[config.mk]
export PLATFORM = sky130hd
export DESIGN_NAME = utf8_stream_decoder
export DESIGN_NICKNAME = d
export VERILOG_FILES = /design/src/design/u8d_pkg.sv /design/src/design/u8d_front.sv /design/src/design/u8d_fifo.sv /design/src/design/u8d_back.sv /design/src/design/utf8_stream_decoder.sv
export SDC_FILE = /design/constraint.sdc
export NUM_CORES = 1
export LEC_CHECK = 0
export CAP_MARGIN = 20
export CORE_ASPECT_RATIO = 0.8
export CORE_MARGIN = 3
export CORE_UTILIZATION = 45
export DETAILED_ROUTE_END_ITERATION = 7
export DONT_BUFFER_PORTS = 1
export RECOVER_POWER = 100
export SLEW_MARGIN = 20
export SYNTH_ARGS = -nofsm -noshare
export SYNTH_HDL_FRONTEND = slang
export SYNTH_HIERARCHICAL = 1
export SYNTH_SLANG_ARGS = --single-unit
[constraint.sdc]
create_clock -name clk -period 4.6 [get_ports clk]
set_input_delay 0 -clock clk [delete_from_list [all_inputs] [get_ports clk]]
set_output_delay 0 -clock clk [all_outputs]
set_load 0.1 [all_outputs]
[src/design/u8d_pkg.sv]
// Shared types and constants for the UTF-8 stream decoder.
`default_nettype none
package u8d_pkg;

  localparam logic [20:0] REPL_CP   = 21'h00FFFD;
  localparam logic [20:0] MAX_CP    = 21'h10FFFF;
  localparam logic [20:0] SURR_LO   = 21'h00D800;
  localparam logic [20:0] SURR_HI   = 21'h00DFFF;
  localparam int          JOB_DEPTH = 4;
  localparam int          JPTR_W    = $clog2(JOB_DEPTH);

  typedef struct packed {
    logic [2:0]  repl_cnt;
    logic        has_cp;
    logic [20:0] cp;
    logic        last;
  } job_t;

  function automatic logic [20:0] seq_min(input logic [1:0] total);
    logic [20:0] m;
    unique case (total)
      2'd1:    m = 21'h000080;
      2'd2:    m = 21'h000800;
      2'd3:    m = 21'h010000;
      default: m = 21'h000000;
    endcase
    return m;
  endfunction

endpackage
`default_nettype wire

[src/design/u8d_front.sv]
// Byte classifier and sequence assembler; issues one job per resolving byte.
`default_nettype none
module u8d_front
  import u8d_pkg::*;
(
  input  wire logic       clk,
  input  wire logic       rst_n,
  input  wire logic       in_valid,
  output logic            in_ready,
  input  wire logic [7:0] in_byte_value,
  input  wire logic       in_last_byte,
  input  wire logic       job_full,
  output logic            job_push,
  output job_t            job
);

  logic [1:0]  total_r, total_nxt;
  logic [1:0]  taken_r, taken_nxt;
  logic [20:0] pv_r, pv_nxt;
  logic        accept;

  assign in_ready = !job_full;
  assign accept   = in_valid && in_ready;

  always_comb begin
    logic        fresh;
    logic [1:0]  tinc;
    logic [20:0] pv;
    fresh     = 1'b1;
    tinc      = taken_r + 2'd1;
    pv        = {pv_r[14:0], in_byte_value[5:0]};
    total_nxt = total_r;
    taken_nxt = taken_r;
    pv_nxt    = pv_r;
    job       = '0;
    job.last  = in_last_byte;

    if (total_r != 2'd0) begin
      if (in_byte_value[7:6] == 2'b10) begin
        fresh = 1'b0;
        if (tinc == total_r) begin
          if (pv < seq_min(total_r) || pv > MAX_CP || (pv >= SURR_LO && pv <= SURR_HI)) begin
            job.repl_cnt = {1'b0, total_r} + 3'd1;
          end else begin
            job.has_cp = 1'b1;
            job.cp     = pv;
          end
          total_nxt = 2'd0;
          taken_nxt = 2'd0;
          pv_nxt    = '0;
        end else if (in_last_byte) begin
          job.repl_cnt = {1'b0, tinc} + 3'd1;
          total_nxt    = 2'd0;
          taken_nxt    = 2'd0;
          pv_nxt       = '0;
        end else begin
          taken_nxt = tinc;
          pv_nxt    = pv;
        end
      end else begin
        job.repl_cnt = {1'b0, taken_r} + 3'd1;
        total_nxt    = 2'd0;
        taken_nxt    = 2'd0;
        pv_nxt       = '0;
      end
    end

    if (fresh) begin
      if (!in_byte_value[7]) begin
        job.has_cp = 1'b1;
        job.cp     = {13'd0, in_byte_value};
      end else if (in_byte_value[7:5] == 3'b110 && !in_last_byte) begin
        total_nxt = 2'd1;
        taken_nxt = 2'd0;
        pv_nxt    = {16'd0, in_byte_value[4:0]};
      end else if (in_byte_value[7:4] == 4'b1110 && !in_last_byte) begin
        total_nxt = 2'd2;
        taken_nxt = 2'd0;
        pv_nxt    = {17'd0, in_byte_value[3:0]};
      end else if (in_byte_value[7:3] == 5'b11110 && !in_last_byte) begin
        total_nxt = 2'd3;
        taken_nxt = 2'd0;
        pv_nxt    = {18'd0, in_byte_value[2:0]};
      end else begin
        job.has_cp = 1'b1;
        job.cp     = REPL_CP;
      end
    end

    if (in_last_byte) begin
      total_nxt = 2'd0;
      taken_nxt = 2'd0;
      pv_nxt    = '0;
    end
  end

  assign job_push = accept && (job.repl_cnt != 3'd0 || job.has_cp);

  always_ff @(posedge clk) begin
    if (!rst_n) begin
      total_r <= 2'd0;
      taken_r <= 2'd0;
      pv_r    <= '0;
    end else if (accept) begin
      total_r <= total_nxt;
      taken_r <= taken_nxt;
      pv_r    <= pv_nxt;
    end
  end

endmodule
`default_nettype wire

[src/design/u8d_fifo.sv]
// Short job queue between the classifier and the result sequencer.
`default_nettype none
module u8d_fifo
  import u8d_pkg::*;
(
  input  wire logic clk,
  input  wire logic rst_n,
  input  wire logic push,
  input  job_t      push_job,
  output logic      full,
  input  wire logic pop,
  output logic      not_empty,
  output job_t      head
);

  job_t              slots_r [JOB_DEPTH];
  logic [JPTR_W-1:0] wptr_r, rptr_r;
  logic [JPTR_W:0]   cnt_r;

  assign full      = (cnt_r == (JPTR_W+1)'(JOB_DEPTH));
  assign not_empty = (cnt_r != '0);
  assign head      = slots_r[rptr_r];

  always_ff @(posedge clk) begin
    if (push) begin
      slots_r[wptr_r] <= push_job;
    end
  end

  always_ff @(posedge clk) begin
    if (!rst_n) begin
      wptr_r <= '0;
      rptr_r <= '0;
      cnt_r  <= '0;
    end else begin
      if (push) begin
        wptr_r <= wptr_r + 1'b1;
      end
      if (pop) begin
        rptr_r <= rptr_r + 1'b1;
      end
      unique case ({push, pop})
        2'b10:   cnt_r <= cnt_r + 1'b1;
        2'b01:   cnt_r <= cnt_r - 1'b1;
        default: cnt_r <= cnt_r;
      endcase
    end
  end

endmodule
`default_nettype wire

[src/design/u8d_back.sv]
// Result sequencer: expands jobs into results, tracks rune count and wanted hit.
`default_nettype none
module u8d_back
  import u8d_pkg::*;
#(
  parameter longint MAX_RUNES = 65536
) (
  input  wire logic        clk,
  input  wire logic        rst_n,
  input  wire logic [15:0] wanted_index,
  input  wire logic        job_valid,
  input  job_t             job,
  output logic             job_pop,
  output logic             out_valid,
  input  wire logic        out_ready,
  output logic [20:0]      out_code_point,
  output logic [15:0]      out_rune_index,
  output logic             out_is_wanted,
  output logic             out_run_end,
  output logic             out_string_end,
  output logic [16:0]      out_rune_count,
  output logic             out_out_of_range
);

  localparam int CW = $clog2(MAX_RUNES + 1);
  localparam int EW = CW + 17;

  logic [CW-1:0] cnt_r, cnt_inc;
  logic          seen_r, seen_now;
  logic [1:0]    k_r;
  logic [2:0]    total;
  logic          final_res, load, hit, str_end;
  logic [EW-1:0] cnt_ext, inc_ext;

  logic          valid_r;
  logic [20:0]   cp_r;
  logic [15:0]   idx_r;
  logic          wanted_r, run_end_r, str_end_r, oor_r;
  logic [16:0]   count_r;

  assign total     = job.repl_cnt + {2'd0, job.has_cp};
  assign final_res = ({1'b0, k_r} + 3'd1) == total;
  assign load      = job_valid && (!valid_r || out_ready);
  assign job_pop   = load && final_res;
  assign str_end   = final_res && job.last;

  assign cnt_ext  = {17'd0, cnt_r};
  assign hit      = (cnt_ext == EW'(wanted_index));
  assign seen_now = seen_r || hit;
  assign cnt_inc  = (cnt_ext < EW'(MAX_RUNES)) ? cnt_r + 1'b1 : cnt_r;
  assign inc_ext  = {17'd0, cnt_inc};

  always_ff @(posedge clk) begin
    if (!rst_n) begin
      valid_r <= 1'b0;
      k_r     <= 2'd0;
      cnt_r   <= '0;
      seen_r  <= 1'b0;
    end else begin
      if (load) begin
        valid_r <= 1'b1;
      end else if (out_ready) begin
        valid_r <= 1'b0;
      end
      if (load) begin
        k_r <= final_res ? 2'd0 : k_r + 2'd1;
        if (str_end) begin
          cnt_r  <= '0;
          seen_r <= 1'b0;
        end else begin
          cnt_r  <= cnt_inc;
          seen_r <= seen_now;
        end
      end
    end
  end

  always_ff @(posedge clk) begin
    if (load) begin
      cp_r      <= ({1'b0, k_r} < job.repl_cnt) ? REPL_CP : job.cp;
      idx_r     <= (cnt_ext > EW'(16'hFFFF)) ? 16'hFFFF : cnt_ext[15:0];
      wanted_r  <= hit;
      run_end_r <= final_res;
      str_end_r <= str_end;
      count_r   <= str_end ? inc_ext[16:0] : 17'd0;
      oor_r     <= str_end && !seen_now;
    end
  end

  assign out_valid        = valid_r;
  assign out_code_point   = cp_r;
  assign out_rune_index   = idx_r;
  assign out_is_wanted    = wanted_r;
  assign out_run_end      = run_end_r;
  assign out_string_end   = str_end_r;
  assign out_rune_count   = count_r;
  assign out_out_of_range = oor_r;

endmodule
`default_nettype wire

[src/design/utf8_stream_decoder.sv]
// Top level of the UTF-8 stream decoder with replacement characters.
// Takes one byte per cycle while the job queue has room. Each byte is
// classified on acceptance and any results it resolves are queued as one
// job (up to four results) in a four-entry queue; the sequencer behind it
// drives one result per cycle into a registered output while out_ready is
// high. Well-formed input then sustains one byte per cycle; the results of
// an ill-formed run leave in turn; input stalls only when the queue is full.
// No clearing pass after reset. wanted_index is written through cfg_we and
// must only change while the block is idle.
`default_nettype none
module utf8_stream_decoder
  import u8d_pkg::*;
#(
  parameter longint MAX_RUNES = 65536
) (
  input  wire logic        clk,
  input  wire logic        rst_n,
  input  wire logic        in_valid,
  output logic             in_ready,
  input  wire logic [7:0]  in_byte_value,
  input  wire logic        in_last_byte,
  output logic             out_valid,
  input  wire logic        out_ready,
  output logic [20:0]      out_code_point,
  output logic [15:0]      out_rune_index,
  output logic             out_is_wanted,
  output logic             out_run_end,
  output logic             out_string_end,
  output logic [16:0]      out_rune_count,
  output logic             out_out_of_range,
  input  wire logic        cfg_we,
  input  wire logic [15:0] cfg_wanted_index
);

  logic [15:0] wanted_r;
  logic        job_push, job_full, job_pop, job_avail;
  job_t        push_job, head_job;

  always_ff @(posedge clk) begin
    if (!rst_n) begin
      wanted_r <= 16'd0;
    end else if (cfg_we) begin
      wanted_r <= cfg_wanted_index;
    end
  end

  u8d_front u_front (
    .clk           (clk),
    .rst_n         (rst_n),
    .in_valid      (in_valid),
    .in_ready      (in_ready),
    .in_byte_value (in_byte_value),
    .in_last_byte  (in_last_byte),
    .job_full      (job_full),
    .job_push      (job_push),
    .job           (push_job)
  );

  u8d_fifo u_fifo (
    .clk       (clk),
    .rst_n     (rst_n),
    .push      (job_push),
    .push_job  (push_job),
    .full      (job_full),
    .pop       (job_pop),
    .not_empty (job_avail),
    .head      (head_job)
  );

  u8d_back #(
    .MAX_RUNES (MAX_RUNES)
  ) u_back (
    .clk              (clk),
    .rst_n            (rst_n),
    .wanted_index     (wanted_r),
    .job_valid        (job_avail),
    .job              (head_job),
    .job_pop          (job_pop),
    .out_valid        (out_valid),
    .out_ready        (out_ready),
    .out_code_point   (out_code_point),
    .out_rune_index   (out_rune_index),
    .out_is_wanted    (out_is_wanted),
    .out_run_end      (out_run_end),
    .out_string_end   (out_string_end),
    .out_rune_count   (out_rune_count),
    .out_out_of_range (out_out_of_range)
  );

endmodule
`default_nettype wire
* Yosys cells after proc, flatten, opt, wreduce, memory -nomap -nowiden
Memories as Yosys holds them, arrays and structs flattened. A register that Yosys moved wholly into a read port is not among the register bits.
Cells that the tools add are included.
** Word-level totals
- Register bits :: 127
- Bits in writable memories :: 104
- Input bits :: 30
- Output and inout bits :: 60
- Logic and storage cells :: 132
- Memories kept :: 1
** Memories
- u_fifo.slots_r :: words 4, bits a word 26, read ports 1, clocked after Yosys merged registers in 1, wr ports 1, RTL line u8d_fifo.sv:16 : job_t slots_r [JOB_DEPTH];
** Cells by class
- Add/subtract/negate cells :: 12
- Magnitude comparators :: 7
- Equal/unequal tests :: 13
- Muxes and demuxes :: 57
- Reductions and logical operators :: 24
** Operators with widths (number)
- 2-to-1 mux 21 bit :: 12
- 2-to-1 mux 22 bit :: 8
- case mux 17 bit (3 select lines) :: 1
- 2-to-1 mux 2 bit :: 21
- 2-to-1 mux 17 bit :: 2
- 2-to-1 mux 25 bit :: 1
- greater-or-equal comparator 21 x 16 -> 1 bit, second input constant :: 1
- greater-than comparator 21 bit, second input constant :: 1
- <= comparator 21 x 16 -> 1 bit, second input constant :: 1
- < comparator 21 bit :: 1
- adder 17 x 1 -> 17 bit, second input constant :: 1
- == test 17 x 16 -> 1 bit :: 1
- greater-than comparator 17 x 16 -> 1 bit, second input constant :: 1
- < comparator 17 bit, second input constant :: 1
- adder 2 x 1 -> 3 bit, second input constant :: 4
- 2-to-1 mux 3 bit :: 4
- logical AND 1 bit :: 10
- adder 2 x 1 -> 2 bit, second input constant :: 4
- == test 2 bit, second input constant :: 4
- 2-to-1 mux 1 bit :: 7
- == test 3 bit, second input constant :: 2
- case mux 3 bit (2 select lines) :: 1
- nonzero test 2 bit :: 3
- nonzero test 3 bit :: 2
- 11 further kinds :: 19

* Logic depth before layout (Yosys ltp)
- Word-level depth :: 21
- Gate-level depth with buffers :: 16
- Mapped depth without buffers :: 16

* Hierarchy
Netlist, hierarchy kept.
** Modules (own cells, without submodules)
- u8d_fifo :: times used 1, cells an instance 178, area each 4240.3 µm², sequential area each 3303.2 µm²
- u8d_back :: times used 1, cells an instance 318, area each 3653.5 µm², sequential area each 2162.1 µm²
- u8d_front :: times used 1, cells an instance 186, area each 1441.4 µm², sequential area each 380.4 µm²
- utf8_stream_decoder :: times used 1, cells an instance 51, area each 615.6 µm², sequential area each 320.3 µm²

* Worst setup path after synthesis
No wires, ideal clock.
- Kind :: reg2reg
- Start :: register u_back.valid_r (netlist: u_back/out_valid)
- End :: register u_fifo.cnt_r[2]
- Library setup time :: 0.076 ns
- Data arrival time :: 4.021 ns
- Required time :: 4.524 ns
- Setup slack :: 0.503 ns
- Stages on the path, launching flop included :: 11
- Buffers on the path :: 1
- Clock period less this slack :: 4.097 ns
- Cell sequence :: dfxtp_1 nand2b_1 nand2_1 inv_1 clkbuf_1 and2_1 ha_1 fa_1 xnor2_1 or3_1 a21boi_0
** Between the ends
- Word-level cells in the longest chain between the ends :: 6
- Elaborated cells on any way between the ends :: 8
- Classes of those cells :: eq/ne (2); mux (1); reduce/logical (5)
** Ends and longest elaborated chain
- from (decl) :: RTL line u8d_back.sv:35 : logic valid_r;
- from (signal assigned) :: RTL line u8d_back.sv:55 : valid_r <= 1'b0;
- from (signal assigned) :: RTL line u8d_back.sv:61 : valid_r <= 1'b1;
- from (signal assigned) :: RTL line u8d_back.sv:63 : valid_r <= 1'b0;
- logical NOT 1 bit * :: RTL line u8d_back.sv:43 : assign load = job_valid && (!valid_r || out_ready);
- logical OR 1 bit * :: RTL line u8d_back.sv:43
- logical AND 1 bit * :: RTL line u8d_back.sv:43
- via u_back.load :: RTL line u8d_back.sv:32 : logic final_res, load, hit, str_end;
- logical AND 1 bit * :: RTL line u8d_back.sv:44 : assign job_pop = load && final_res;
- via job_pop :: RTL line utf8_stream_decoder.sv:36 : logic job_push, job_full, job_pop, job_avail;
- == test 2 x 1 -> 1 bit or == test 2 bit (tied branches) :: RTL line u8d_fifo.sv:42 : unique case ({push, pop})
- case mux 3 bit (2 select lines) or nonzero test 2 bit (tied branches)
- to (signal assigned) :: RTL line u8d_fifo.sv:43 : 2'b10: cnt_r <= cnt_r + 1'b1;
- to (signal assigned) :: RTL line u8d_fifo.sv:44 : 2'b01: cnt_r <= cnt_r - 1'b1;
- to (signal assigned) :: RTL line u8d_fifo.sv:45 : default: cnt_r <= cnt_r;
- to (decl) :: RTL line u8d_fifo.sv:18 : logic [JPTR_W:0] cnt_r;
Mark *: on every way through the listed nets, which the timed path passes. The rest lies on a longest branch.
A chain may end at the register's enable or synchronous reset.

==> impl_results.md <==
- Flop-to-flop setup slack: roughly 0.54 ns
- Fraction of layout instances using a drive strength above 1: 0.1051
- Total number of H-tree levels: 1
- Floorplan Core Area: ~22,000 um2
- Slew margin rel.: 0.2001
- Die span in y: roughly 140 um
- Post-layout minimum cycle time: around 4 ns
- Crit path max-delay cell type: sky130_fd_sc_hd__dfxtp_1
- Endpoint class of the critical path: flop
- P per Cell Area: 673.2 nW/um2
- Final weighted congestion in routability-driven placement: 0.8439
- # nets final: 830
- CP peak stage delay: just over 0.7 ns
- Mean instance size in the synthesized netlist: 13.58 um2
- Setup Fix Bufs, Post-CTS: 0
- Overall routed net length: around 21,000 um
- Root buffer cell: sky130_fd_sc_hd__clkbuf_16
- Count of antenna-violating nets left after detailed routing: 0
- Vias after detailed routing: a little over 6,000
- Final setup viols: 0
- Mapped Cells: around 730
- Standard-cell row count: 48
- Slack of the critical path: 0.5435 ns
- Power share of the clock group: 0.253
- Die X: 172.3 um
- Number of buffer cells added on primary ports: 0
- CTS buffer count: 25
- Number of buffers inserted by hold repair at cts: just under 50
- Cells on worst reg2reg path: 10
- Peak clock frequency supported by timing: 246.5 MHz
- Number of storage elements in the synthesis netlist: 227
- Share of flip-flops with an asynchronous set or reset: 0
- Vias per std cell: 5.637
- Number of detailed-routing iterations run before antenna repair: 5
- CTS tree: done
- Diodes inserted: 0
- Final-report hold violation count: 0
- Distinct cells, synth: 62
- Post-place setup slack: roughly 0.65 ns
- Library cell with the highest instance count after synthesis: sky130_fd_sc_hd__edfxtp_1
- Sequential group share of total power: 0.598
- Boundary Pins: 90
- Post-route DRC violation count: 0
- Category of the most critical setup path: flop to flop
- Final Skew: 0.006306 ns
- Area share of the largest cell type after synthesis: 0.4889
- Top cells by instance count after synthesis: sky130_fd_sc_hd__edfxtp_1, sky130_fd_sc_hd__dfxtp_1, sky130_fd_sc_hd__nor2b_1, sky130_fd_sc_hd__nor2_1, sky130_fd_sc_hd__xor2_1
- Logic gate share of total power: 0.148
- Initial standard-cell utilization of the core: 0.4602
- Proportion of synthesized chip area in sequential cells: 0.6196
- Post-Syn Nets: 783
- Total net switching power: 3.465 mW
- Yosys top cell by area: sky130_fd_sc_hd__edfxtp_1
- Max capacitance violation total: 0
- Dpl hpwl: 13,620 um
- Final Hold Slack: 0.05158 ns
- Number of fill cells: approximately 1,800
- Clk sink count: 227
- Layout overhead on the synthesized area: 14.95%
- Register clock-pin slew on the reported worst setup and hold paths: about 0.06 ns
- Internal power: 4.235 mW
- Maximum fanout along the worst path: 17
- Worst Hold Path Cells: 2
- Status: completed
- Area of the mapped netlist: ~10000 um2
- Pleak: 4.013 nW
- Largest net degree at the start of global routing: 70
- Finished Core Util: 0.5291
- Global-route total usage across every layer: 0.1802
- Post-synth EDFFs: ~160
- Worst Max-Slew Pin Slew: 1.200 ns
- Most used flip-flop cell after synthesis: sky130_fd_sc_hd__edfxtp_1
- Worst IR drop on VDD: approximately 0.48 mV
- Vias in the first global route: just over 6,000
- Most area-consuming cells after synthesis: sky130_fd_sc_hd__edfxtp_1, sky130_fd_sc_hd__dfxtp_1, sky130_fd_sc_hd__mux4_2
- Ys Warns: 6
- Type of the tightest min-delay check: input port to flop
- Detail-routed net length per standard cell: between 15 and 20 um
- Cell-by-cell listing of the critical path: mux4_1 -> clkbuf_1 -> xnor3_1 -> and3_1 -> and2_0 -> ha_1 -> fa_1 -> xnor2_1 -> or3_1 -> a21boi_0
- Final number of max-transition violations: 0
- Global-route wire length before repair: 34,280 um
- Share of the clock period used by the worst path: 0.8818
- Die area: 23,940 um2
- Clock latency reported for the late side of the worst-skew pair: 0.52 ns
- Remaining Overflow, GRT: 0
- Detailed Route Iter0 Violations: about 530
- Setup TNS: 0 ns
- Maximum buffer depth of the clock tree: 3
- Register cell area after layout: just over 6000 um2
- Number of instances resized during post-cts repair: 0
- Setup repair after global routing missed its margin: no
- Placed cell area: 10,150 um2
- Initial antenna violation count: 0
- Data arrival time of the critical path: 4.49 ns
- Critical Path RT: 5.03 ns
- Non-Filler Cell Area, Final: approximately 11,000 um2
- Kind of launch point of the worst setup path: flop
- Multi-input gate area in the final layout: around 3500 um2
- Switching share of power: 0.4500
[power by group through the flow]
stage / clock network [mW] / logic (mW) / registers, mW
5_1_grt: 2.09 / 1.27 / 4.65
3_5_place_dp: 0 / 1.14 / 4.66
4_1_cts: 2.00 / 1.19 / 4.62
2_1_floorplan: 0 / 0.842 / 4.64
3_3_place_gp: 0 / 1.10 / 4.64
6_report: 1.95 / 1.14 / 4.61
[final cells by class]
class,count,share of cell area
multi-input combinational,446,0.3029
timing repair buffer,62,0.05043
tap,275,0.03008
sequential,227,0.5390
clock buffer,26,0.05502
clock inverter,20,0.01663
inverter,18,0.005907
[cells in the final DEF, fill, tap and decap left out, types with 6 or more instances in the layout]
master,count
sky130_fd_sc_hd__mux2i_1,19
sky130_fd_sc_hd__and2_1,6
sky130_fd_sc_hd__nor2b_1,40
sky130_fd_sc_hd__or3_1,22
sky130_fd_sc_hd__dlygate4sd3_1,48
sky130_fd_sc_hd__xor2_1,32
sky130_fd_sc_hd__nor3_1,11
sky130_fd_sc_hd__a22oi_1,15
sky130_fd_sc_hd__clkinv_2,7
sky130_fd_sc_hd__a21o_1,16
sky130_fd_sc_hd__buf_4,6
sky130_fd_sc_hd__o21ai_0,19
sky130_fd_sc_hd__and2_0,18
sky130_fd_sc_hd__nand3_1,8
sky130_fd_sc_hd__a21boi_0,13
sky130_fd_sc_hd__clkinvlp_4,8
sky130_fd_sc_hd__nand2_1,29
sky130_fd_sc_hd__ha_1,19
sky130_fd_sc_hd__nand4_1,8
sky130_fd_sc_hd__edfxtp_1,162
sky130_fd_sc_hd__clkbuf_16,25
sky130_fd_sc_hd__inv_1,17
sky130_fd_sc_hd__mux4_1,6
sky130_fd_sc_hd__dfxtp_1,65
sky130_fd_sc_hd__o21a_1,6
sky130_fd_sc_hd__mux4_2,20
sky130_fd_sc_hd__or2_2,6
sky130_fd_sc_hd__xnor2_1,11
sky130_fd_sc_hd__nor4_1,7
sky130_fd_sc_hd__a21oi_1,21
sky130_fd_sc_hd__nand2b_1,14
sky130_fd_sc_hd__nor2_1,39
[worst max-delay path, delay by kind of cell, from the launching register on]
kind                     cells  cell delay, ns
AO/OA/AOI/OAI                1            0.21
XOR/XNOR                     2            0.69
adder cells (fa/ha/maj)      2            0.64
buffers and inverters        1            0.66
flip-flops                   1            0.72
multiplexers                 1            0.26
AND/OR/NAND/NOR              3            0.77
[through the flow]
step                      power [mW]  std cells
final                          7.700       1074
after global routing           8.008       1074
after CTS                      7.812       1074
after detailed placement       5.795        979
after global placement         5.741        979
after floorplan                5.483        733
[final timing paths]
kind / endpoint / startpoint
max reg2reg: u_fifo/cnt_r[2] / flop
min: u_fifo/slots_r[3][24] / in_byte_value[7]
min reg2reg: u_back/seen_r / u_back/seen_r
max: u_fifo/cnt_r[2] / flop
[state kept, by name, indices dropped and copies added, names as in the netlist, 3 cells and up, named ones only]
| register | cells |
|---|---|
| u_back/cnt_r | 17 |
| u_front/pv_r | 15 |
| u_fifo/slots_r | 104 |
| u_fifo/cnt_r | 3 |
| u_back/out_rune_count | 17 |
| wanted_r | 16 |
| u_back/out_code_point | 21 |
| u_back/out_rune_index | 16 |
[logic make-up after synthesis]
group,share of synthesized area
flops,0.6196
xor+xnor,0.04011
buf+inv,0.03143
compound gates,0.07582
simple gates,0.1269
fa+ha+maj,0.02590
mux,0.08022
[per-layer routing]
metal / vias to the layer above / share of wire / GRT usage
met4: 0 / 0.021 / 0.04872
met1: 3024 / 0.49 / 0.2852
met3: 36 / 0.060 / 0.03106
li1: 2803 / - / -
met5: - / 0 / 0
met2: 191 / 0.43 / 0.2560
No activity file was read; power rests on OpenSTA's default activity.
